`config.mk`:
```
export PLATFORM = sky130hd
export DESIGN_NAME = frequency_ranked_candidate_table
export DESIGN_NICKNAME = d
export VERILOG_FILES = /design/src/hdl/frc_pkg.sv /design/src/hdl/frc_cell.sv /design/src/hdl/frequency_ranked_candidate_table.sv
export SDC_FILE = /design/constraint.sdc
export NUM_CORES = 2
export LEC_CHECK = 0
export ABC_AREA = 1
export BUFFER_PORTS_ARGS = -buffer_cell sky130_fd_sc_hd__buf_2
export CAP_MARGIN = 5
export CORE_ASPECT_RATIO = 0.9
export CORE_MARGIN = 2
export CORE_UTILIZATION = 30
export CTS_BUF_LIST = sky130_fd_sc_hd__clkbuf_2
export CTS_CLUSTER_SIZE = 12
export DETAILED_ROUTE_END_ITERATION = 10
export RECOVER_POWER = 25
export SLEW_MARGIN = 5
export SYNTH_ARGS = -nofsm -noshare
export SYNTH_HDL_FRONTEND = slang
export SYNTH_SLANG_ARGS = --single-unit
```
`constraint.sdc`:
```
create_clock -name clk -period 7.25 [get_ports clk]
set_input_delay 0 -clock clk [delete_from_list [all_inputs] [get_ports clk]]
set_output_delay 0 -clock clk [all_outputs]
set_load 0.05 [all_outputs]
```
`src/hdl/frc_pkg.sv`:
```
// ----------------------------------------------------------------------------
// Frequency-ranked candidate table package
// Sizes, cell data and cell command types shared by the cell row and the top.
// ----------------------------------------------------------------------------
package frc_pkg;

    localparam int CAND_SLOTS   = 8;
    localparam int HOLDER_SLOTS = 8;

    localparam int ID_W    = 32;
    localparam int HITS_W  = 8;
    localparam int CIDX_W  = (CAND_SLOTS > 1) ? $clog2(CAND_SLOTS) : 1;
    localparam int PIDX_W  = (HOLDER_SLOTS > 1) ? $clog2(HOLDER_SLOTS) : 1;
    localparam int CNT_W   = $clog2(CAND_SLOTS + 1);
    localparam int PCNT_W  = $clog2(HOLDER_SLOTS + 1);
    localparam int SUM_W   = CNT_W + PCNT_W;

    localparam logic [HITS_W-1:0] HIT_LIMIT_RESET = 8'd16;

    typedef struct packed {
        logic [ID_W-1:0]   ident;
        logic [HITS_W-1:0] hits;
    } cell_data_t;

    typedef enum logic [2:0] {
        CMD_HOLD,
        CMD_INC,
        CMD_DEC,
        CMD_FROM_UP,
        CMD_FROM_DOWN,
        CMD_LOAD
    } cell_cmd_t;

endpackage

```
`src/hdl/frc_cell.sv`:
```
// ----------------------------------------------------------------------------
// Candidate cell
// Holds one slot of the table and trades contents with its neighbors.
// ----------------------------------------------------------------------------
module frc_cell (
    input  logic               clk,
    input  logic               rst_n,
    input  frc_pkg::cell_cmd_t cmd,
    input  frc_pkg::cell_data_t up,
    input  frc_pkg::cell_data_t down,
    input  logic [31:0]        load_ident,
    output frc_pkg::cell_data_t q
);
    import frc_pkg::*;

    logic [ID_W-1:0]   ident_reg, ident_next;
    logic [HITS_W-1:0] hits_reg, hits_next;

    always_comb
    begin
        ident_next = ident_reg;
        hits_next  = hits_reg;
        unique case (cmd)
            CMD_HOLD:      ;
            CMD_INC:       hits_next = hits_reg + 8'd1;
            CMD_DEC:       hits_next = hits_reg - 8'd1;
            CMD_FROM_UP:
            begin
                ident_next = up.ident;
                hits_next  = up.hits;
            end
            CMD_FROM_DOWN:
            begin
                ident_next = down.ident;
                hits_next  = down.hits;
            end
            CMD_LOAD:
            begin
                ident_next = load_ident;
                hits_next  = 8'd1;
            end
            default:       ;
        endcase
    end

    always_ff @(posedge clk or negedge rst_n)
    begin
        if (!rst_n)
        begin
            hits_reg <= '0;
        end
        else
        begin
            hits_reg <= hits_next;
        end
    end

    always_ff @(posedge clk)
    begin
        ident_reg <= ident_next;
    end

    assign q.ident = ident_reg;
    assign q.hits  = hits_reg;

endmodule

```
`src/hdl/frequency_ranked_candidate_table.sv`:
```
// ----------------------------------------------------------------------------
// Frequency-ranked candidate table
// Hit-count sorted candidate list with buffered new ids and aging.
// ----------------------------------------------------------------------------
// An item is taken in idle; a hit that raises a count then bubbles the id up
// past slots with fewer hits. The item at the end of a list runs aging and,
// with buffered ids, a decide step and, where it chooses, a refill of slots,
// then reports the slots. New items stall until the table is idle again. Each
// report waits while the output stalls and leaves through one output register.
// Reset empties the table and buffer and sets the hit limit to 16.
module frequency_ranked_candidate_table (
    input  logic        clk,
    input  logic        rst_n,
    input  logic        in_valid,
    output logic        in_stall,
    input  logic [31:0] holder_id,
    input  logic [31:0] owner_id,
    input  logic        holder_valid,
    input  logic        end_of_list,
    output logic        out_valid,
    input  logic        out_stall,
    output logic [31:0] slot_id,
    output logic [7:0]  slot_count,
    output logic        slot_valid,
    output logic [3:0]  candidate_total,
    output logic        last_of_run,
    input  logic        cfg_valid,
    output logic        cfg_ready,
    input  logic [7:0]  cfg_data
);
    import frc_pkg::*;

    typedef enum logic [5:0] {
        ST_IDLE   = 6'b000001,
        ST_BUBBLE = 6'b000010,
        ST_AGE    = 6'b000100,
        ST_DECIDE = 6'b001000,
        ST_FILL   = 6'b010000,
        ST_REPORT = 6'b100000
    } state_t;

    state_t            state_reg, state_next;
    logic [HITS_W-1:0] limit_reg;
    logic [CNT_W-1:0]  in_use_reg, in_use_next;
    logic [PCNT_W-1:0] pend_total_reg, pend_total_next;
    logic [PCNT_W-1:0] pend_k_reg, pend_k_next;
    logic [ID_W-1:0]   pend_mem [HOLDER_SLOTS];
    logic              eol_reg, eol_next;
    logic [CIDX_W-1:0] ptr_reg, ptr_next;
    logic [CNT_W-1:0]  fill_j_reg, fill_j_next;
    logic [PCNT_W-1:0] fill_i_reg, fill_i_next;
    logic [CNT_W-1:0]  rep_reg, rep_next;

    logic              out_valid_reg;
    logic [ID_W-1:0]   slot_id_reg;
    logic [HITS_W-1:0] slot_count_reg;
    logic              slot_valid_reg;
    logic [3:0]        total_reg;
    logic              last_reg;
    logic              out_load;

    cell_cmd_t         cmd [CAND_SLOTS];
    cell_data_t        cq  [CAND_SLOTS];
    cell_data_t        cup [CAND_SLOTS];
    cell_data_t        cdn [CAND_SLOTS];

    logic              accept;
    logic              pend_write;
    logic              match;
    logic [CIDX_W-1:0] match_idx;
    logic [HITS_W-1:0] last_hits;
    logic              alive;
    logic [CNT_W-1:0]  dec_j;
    logic [SUM_W-1:0]  jk_sum;
    logic [CIDX_W-1:0] rep_idx;

    genvar g;
    generate
        for (g = 0; g < CAND_SLOTS; g++)
        begin : g_cell
            if (g == 0)
            begin : g_top
                assign cup[g] = cq[g];
            end
            else
            begin : g_mid
                assign cup[g] = cq[g-1];
            end
            if (g == CAND_SLOTS - 1)
            begin : g_end
                assign cdn[g] = cq[g];
            end
            else
            begin : g_nxt
                assign cdn[g] = cq[g+1];
            end
            frc_cell u_cell (
                .clk        (clk),
                .rst_n      (rst_n),
                .cmd        (cmd[g]),
                .up         (cup[g]),
                .down       (cdn[g]),
                .load_ident (pend_mem[fill_i_reg[PIDX_W-1:0]]),
                .q          (cq[g])
            );
        end
    endgenerate

    assign cfg_ready = 1'b1;
    assign in_stall  = (state_reg != ST_IDLE);
    assign accept    = in_valid && !in_stall;
    assign out_load  = !out_valid_reg || !out_stall;
    assign last_hits = cq[CIDX_W'(in_use_reg - CNT_W'(1))].hits;
    assign rep_idx   = rep_reg[CIDX_W-1:0];

    always_comb
    begin
        match     = 1'b0;
        match_idx = '0;
        for (int s = CAND_SLOTS - 1; s >= 0; s--)
        begin
            if ((CNT_W'(s) < in_use_reg) && (cq[s].ident == holder_id))
            begin
                match     = 1'b1;
                match_idx = CIDX_W'(s);
            end
        end
    end

    always_comb
    begin
        dec_j = '0;
        for (int i = 0; i < CAND_SLOTS; i++)
        begin
            if ((CNT_W'(i) < in_use_reg)
                && (cq[i].hits > ((last_hits != '0) ? 8'd1 : 8'd0)))
            begin
                dec_j = CNT_W'(i + 1);
            end
        end
    end

    assign jk_sum = SUM_W'(dec_j) + SUM_W'(pend_k_reg);

    always_comb
    begin
        state_next      = state_reg;
        in_use_next     = in_use_reg;
        pend_total_next = pend_total_reg;
        pend_k_next     = pend_k_reg;
        eol_next        = eol_reg;
        ptr_next        = ptr_reg;
        fill_j_next     = fill_j_reg;
        fill_i_next     = fill_i_reg;
        rep_next        = rep_reg;
        pend_write      = 1'b0;
        alive           = 1'b1;
        for (int i = 0; i < CAND_SLOTS; i++)
        begin
            cmd[i] = CMD_HOLD;
        end

        unique case (state_reg)
            ST_IDLE:
            begin
                if (accept)
                begin
                    eol_next   = end_of_list;
                    state_next = end_of_list ? ST_AGE : ST_IDLE;
                    if (holder_valid && (holder_id != owner_id))
                    begin
                        if (match)
                        begin
                            if (cq[match_idx].hits < limit_reg)
                            begin
                                cmd[match_idx] = CMD_INC;
                                ptr_next       = match_idx;
                                state_next     = ST_BUBBLE;
                            end
                        end
                        else if (pend_total_reg < PCNT_W'(HOLDER_SLOTS))
                        begin
                            pend_write      = 1'b1;
                            pend_total_next = pend_total_reg + PCNT_W'(1);
                        end
                    end
                end
            end
            ST_BUBBLE:
            begin
                if ((ptr_reg != '0) && (cq[ptr_reg].hits > cq[ptr_reg - CIDX_W'(1)].hits))
                begin
                    cmd[ptr_reg]               = CMD_FROM_UP;
                    cmd[ptr_reg - CIDX_W'(1)]  = CMD_FROM_DOWN;
                    ptr_next                   = ptr_reg - CIDX_W'(1);
                end
                else
                begin
                    state_next = eol_reg ? ST_AGE : ST_IDLE;
                end
            end
            ST_AGE:
            begin
                if (cq[0].hits == limit_reg)
                begin
                    for (int i = 0; i < CAND_SLOTS; i++)
                    begin
                        if (alive && (CNT_W'(i) < in_use_reg) && (cq[i].hits != '0))
                        begin
                            cmd[i] = CMD_DEC;
                        end
                        else
                        begin
                            alive = 1'b0;
                        end
                    end
                end
                pend_k_next     = pend_total_reg;
                pend_total_next = '0;
                rep_next        = '0;
                state_next      = (pend_total_reg != '0) ? ST_DECIDE : ST_REPORT;
            end
            ST_DECIDE:
            begin
                fill_i_next = '0;
                if ((in_use_reg == '0)
                    || ((last_hits != '0) && (in_use_reg < CNT_W'(CAND_SLOTS))))
                begin
                    fill_j_next = in_use_reg;
                    if ((SUM_W'(in_use_reg) + SUM_W'(pend_k_reg)) < SUM_W'(CAND_SLOTS))
                    begin
                        in_use_next = CNT_W'(in_use_reg + CNT_W'(pend_k_reg));
                    end
                    else
                    begin
                        in_use_next = CNT_W'(CAND_SLOTS);
                    end
                    state_next = ST_FILL;
                end
                else
                begin
                    if (last_hits != '0)
                    begin
                        for (int i = 0; i < CAND_SLOTS; i++)
                        begin
                            if ((CNT_W'(i) < in_use_reg) && (cq[i].hits != '0))
                            begin
                                cmd[i] = CMD_DEC;
                            end
                        end
                    end
                    if (last_hits > 8'd1)
                    begin
                        state_next = ST_REPORT;
                    end
                    else
                    begin
                        fill_j_next = dec_j;
                        if (jk_sum > SUM_W'(in_use_reg))
                        begin
                            in_use_next = (jk_sum < SUM_W'(CAND_SLOTS))
                                        ? CNT_W'(jk_sum) : CNT_W'(CAND_SLOTS);
                        end
                        state_next = ST_FILL;
                    end
                end
            end
            ST_FILL:
            begin
                if ((fill_i_reg < pend_k_reg) && (fill_j_reg < in_use_reg))
                begin
                    cmd[fill_j_reg[CIDX_W-1:0]] = CMD_LOAD;
                    fill_i_next = fill_i_reg + PCNT_W'(1);
                    fill_j_next = fill_j_reg + CNT_W'(1);
                end
                else
                begin
                    state_next = ST_REPORT;
                end
            end
            ST_REPORT:
            begin
                if (out_load)
                begin
                    rep_next = rep_reg + CNT_W'(1);
                    if ((in_use_reg == '0) || ((rep_reg + CNT_W'(1)) == in_use_reg))
                    begin
                        state_next = ST_IDLE;
                    end
                end
            end
            default:
            begin
                state_next = ST_IDLE;
            end
        endcase
    end

    always_ff @(posedge clk or negedge rst_n)
    begin
        if (!rst_n)
        begin
            state_reg      <= ST_IDLE;
            limit_reg      <= HIT_LIMIT_RESET;
            in_use_reg     <= '0;
            pend_total_reg <= '0;
            pend_k_reg     <= '0;
            eol_reg        <= 1'b0;
            ptr_reg        <= '0;
            fill_j_reg     <= '0;
            fill_i_reg     <= '0;
            rep_reg        <= '0;
            out_valid_reg  <= 1'b0;
        end
        else
        begin
            state_reg      <= state_next;
            in_use_reg     <= in_use_next;
            pend_total_reg <= pend_total_next;
            pend_k_reg     <= pend_k_next;
            eol_reg        <= eol_next;
            ptr_reg        <= ptr_next;
            fill_j_reg     <= fill_j_next;
            fill_i_reg     <= fill_i_next;
            rep_reg        <= rep_next;
            if (cfg_valid && cfg_ready)
            begin
                limit_reg <= cfg_data;
            end
            if (out_load)
            begin
                out_valid_reg <= (state_reg == ST_REPORT);
            end
        end
    end

    always_ff @(posedge clk)
    begin
        if (pend_write)
        begin
            pend_mem[pend_total_reg[PIDX_W-1:0]] <= holder_id;
        end
        if (out_load && (state_reg == ST_REPORT))
        begin
            if (in_use_reg == '0)
            begin
                slot_id_reg    <= '0;
                slot_count_reg <= '0;
                slot_valid_reg <= 1'b0;
                last_reg       <= 1'b1;
            end
            else
            begin
                slot_id_reg    <= cq[rep_idx].ident;
                slot_count_reg <= cq[rep_idx].hits;
                slot_valid_reg <= 1'b1;
                last_reg       <= ((rep_reg + CNT_W'(1)) == in_use_reg);
            end
            total_reg <= 4'(in_use_reg);
        end
    end

    assign out_valid       = out_valid_reg;
    assign slot_id         = slot_id_reg;
    assign slot_count      = slot_count_reg;
    assign slot_valid      = slot_valid_reg;
    assign candidate_total = total_reg;
    assign last_of_run     = last_reg;

    a_in_use_grows: assert property (@(posedge clk) disable iff (!rst_n)
        1'b1 |=> (in_use_reg >= $past(in_use_reg)))
        else $error("candidate count decreased");

    a_in_use_bound: assert property (@(posedge clk) disable iff (!rst_n)
        in_use_reg <= CNT_W'(CAND_SLOTS))
        else $error("candidate count beyond table size");

    a_pend_bound: assert property (@(posedge clk) disable iff (!rst_n)
        pend_total_reg <= PCNT_W'(HOLDER_SLOTS))
        else $error("holder buffer overfilled");

    a_fill_needs_ids: assert property (@(posedge clk) disable iff (!rst_n)
        (state_reg == ST_FILL) |-> (pend_k_reg != '0))
        else $error("refill without buffered ids");

endmodule
```
==> flow_summary.json <==
{
  "synth_edf_count": 558,
  "seqCellArea_sq_um": 19460,
  "fin_crit_sh_pct": 93.32,
  "path_class": "reg2reg",
  "drtPass1Iterations": 6,
  "wl_per_cell_um": 26.85,
  "root_buffer": "clkbuf_2",
  "powerDensity_nw_per_um2": 245.6,
  "viasPerCell": 5.699,
  "violations": "capacitance limit, slew limit",
  "cp_slowest_cell": "dfrtp_2",
  "crit_top_cell": "nand2_1",
  "drive_above_1_share_pct": 11.23,
  "cellLeakagePower_nw": 19.48,
  "synth_flop_cell": "edfxtp_1",
  "yosys-top-cells-area": "edfxtp_1 40%, nand2_1 10%, o21ai_0 6.9%",
  "place_congestion": 1.131,
  "fin_total_pwr_mw": 11.76,
  "start_util_pct": 30.31,
  "drv_cap": 6,
  "setup_viol": 0,
  "hp-class": "in2reg",
  "period_needed_ns": 6.766,
  "grt_pass1_wl_um": 280900,
  "grt_pass1_vias": 38933,
  "yosysWarningCount": 0,
  "port_buffers": 126,
  "areaGrowthSynthToFinish_pct": 14.49,
  "syn-num-nets": 5271,
  "drt-total-wl_um": 198800,
  "track_usage_pct": 27.16,
  "numCtsBuffers": 185,
  "vias": 42182,
  "multiInputGateArea_sq_um": 19230,
  "slew_viol_final": 209,
  "first_iter_violations": 6848,
  "setup_tns_ns": 0,
  "crit_path_end_kind": "flop",
  "synth_top_area_share_pct": 40.06,
  "die_area_sq_um": 142400,
  "clock_skew_ns": 0.2120,
  "clock.fmax_ghz": 0.1478,
  "worst_hold_startpoint": "out_stall",
  "postRouteAntennaNets": 0,
  "reg2reg_from": "in_use_reg[3]",
  "syn_inst": 5083,
  "tritoncts": "yes",
  "synthArstFlopShare_pct": 16.09,
  "status": "finished, violations left",
  "dpl_worst_slack_ns": 0.2702,
  "yosys.area.top_type": "edfxtp_1",
  "hold_violations": 0,
  "place_inst": 6910,
  "drc": 0,
  "pin_count": 128,
  "cts_max_path_buffers": 3,
  "cts.sinks": 665,
  "core_sq_um": 138000,
  "ys_types": 61,
  "yosysSeqAreaShare_pct": 46.46,
  "fin_nets": 5605,
  "synth_seq_cells": 665,
  "setup_ws_ns": 0.4842,
  "antenna_found_initial": 10,
  "grt_max_degree": 102,
  "crit_start": "in_use_reg[3]",
  "chipWidth_um": 397.6,
  "tightest_slew_ns": 2.941,
  "clk_pin_slew_worst_paths_ns": 0.12,
  "arrival_ns": 8.27,
  "fin_cells": 7402,
  "rsz0062_at_grt": "false",
  "grt_overflow": 0,
  "relSlewSlack_pct": -96.08,
  "syn_area_sq_um": 41830,
  "clock_latency_ns": 1.73,
  "critPathMaxFanout": 12,
  "worstPathRequired_ns": 8.75,
  "hpwl_um": 136400,
  "rows": 129,
  "critical-path-max-stage-delay_ns": 0.53,
  "start_kind": "flop",
  "die_height_um": 358.3,
  "cts_max_level": 4,
  "syn_area_per_cell_sq_um": 8.230,
  "nFillCells": 14400,
  "vdd_ir_drop_max_uv": 192.1
}
[Yosys cell counts, drive strengths merged, types with 2 or more instances]
cell / instances
a2111oi: 2
a211oi: 3
a21boi: 2
a21oi: 266
a221oi: 18
a22oi: 67
a311oi: 20
a31oi: 26
and2: 5
buf: 59
clkbuf: 200
clkinv: 8
dfrtp: 105
dfstp: 2
edfxtp: 558
fa: 10
ha: 99
inv: 562
nand2: 1127
nand3: 133
nand3b: 9
nand4: 57
nor2: 577
nor3: 41
nor3b: 3
nor4: 27
o2111ai: 3
o211ai: 35
o21ai: 602
o21bai: 2
o221ai: 143
o22ai: 33
o31ai: 5
o32ai: 65
or2: 14
xnor2: 105
xor2: 85
[placed cells by master (no fill, tap or decap), types with 26 or more instances in the layout]
cell type      instances
a31oi_1               26
inv_1                519
o211ai_1              35
ha_1                  99
edfxtp_1             558
o221ai_1             143
nand4_1               53
clkbuf_1              40
buf_2                 93
nor2_1               566
xor2_1                85
o22ai_1               33
a21oi_1              266
clkbuf_2             264
dlygate4sd3_1        149
o32ai_1               65
buf_4                121
inv_2                 42
xnor2_1              103
o21ai_0              578
nand3_1              131
clkinv_1              49
a22oi_1               67
nand2_1             1108
dfrtp_1               96
nor3_1                31
[per-stage QoR]
stage	instance area, sq um	hold slack, ns	util, %
6_report	47890	0.08490	34.70
5_1_grt	47880	0.08982	34.69
2_1_floorplan	41830	-0.2956	-
3_5_place_dp	44720	0.1138	32.40
4_1_cts	47920	0.02478	34.72
3_3_place_gp	44720	0.09889	32.40
[path summary, 6_finish.rpt]
check	endpoint	slack [ns]	cells past startpoint
min reg2reg	pend_k_reg[3]	0.51	2
min in group asynchronous	in_use_reg[0]	1.57	6
max	g_cell[5].u_cell.hits_reg[7]	0.48	45
max reg2reg	g_cell[5].u_cell.hits_reg[7]	0.48	45
min	state_reg[5]	0.08	6
max in group asynchronous	ptr_reg[0]	2.50	7
[critical path, delay by kind of cell (launching register included)]
kind,cells,cell delay [ns]
AND/OR/NAND/NOR,30,3.37
buffers and inverters,7,0.92
AO/OA/AOI/OAI,4,0.87
adder cells (fa/ha/maj),2,0.67
flip-flops,1,0.53
XOR/XNOR,2,0.34
[routing by layer]
layer | track usage, % | wire (um) | up-vias
met5 | 0 | 72 | -
met4 | 13.52 | 10820 | 10
met3 | 7.170 | 25570 | 601
met2 | 39.87 | 82780 | 3057
met1 | 36.86 | 79520 | 20153
li1 | - | - | 18361
[where the power goes]
part	switching, mW	leakage (nW)	total (mW)	internal, mW
Sequential	0.185	6.38	4.54	4.36
Combinational	3.13	11.8	4.34	1.22
Clock	1.83	1.28	2.88	1.05
[kinds of logic (layout without fill, tap and decap cells)]
family / Yosys count / in the layout / share of synthesized area [%]
AOI/OAI and AO/OA: 1295 / 1295 / 18.68
xor gates and xnor gates: 190 / 190 / 3.978
adders and majority gates: 109 / 109 / 3.440
buffers and inverters: 829 / 1305 / 7.801
DFF: 665 / 665 / 46.46
other: 1 / 10 / 0.008965
and+or+nand+nor: 1994 / 1994 / 19.63
[area by class of cell]
| cell class | count | share of cell area [%] |
|---|---|---|
| Multi-Input combinational cell | 3589 | 40.16 |
| Inverter | 570 | 4.496 |
| Timing Repair Buffer | 406 | 6.364 |
| Sequential cell | 665 | 40.63 |
| Tap cell | 1834 | 4.791 |
| Antenna cell | 9 | 0.04703 |
| Clock inverter | 66 | 0.7681 |
| Clock buffer | 263 | 2.748 |
[repair_timing]
item                                   4_1_cts  5_1_grt
hold buffers                               150        0
resized for setup                            0        9
setup buffers                                0        4
setup endpoints to repair                    0        3
endpoints found under the hold margin      754        0
Power figures use the tool's default switching activity.
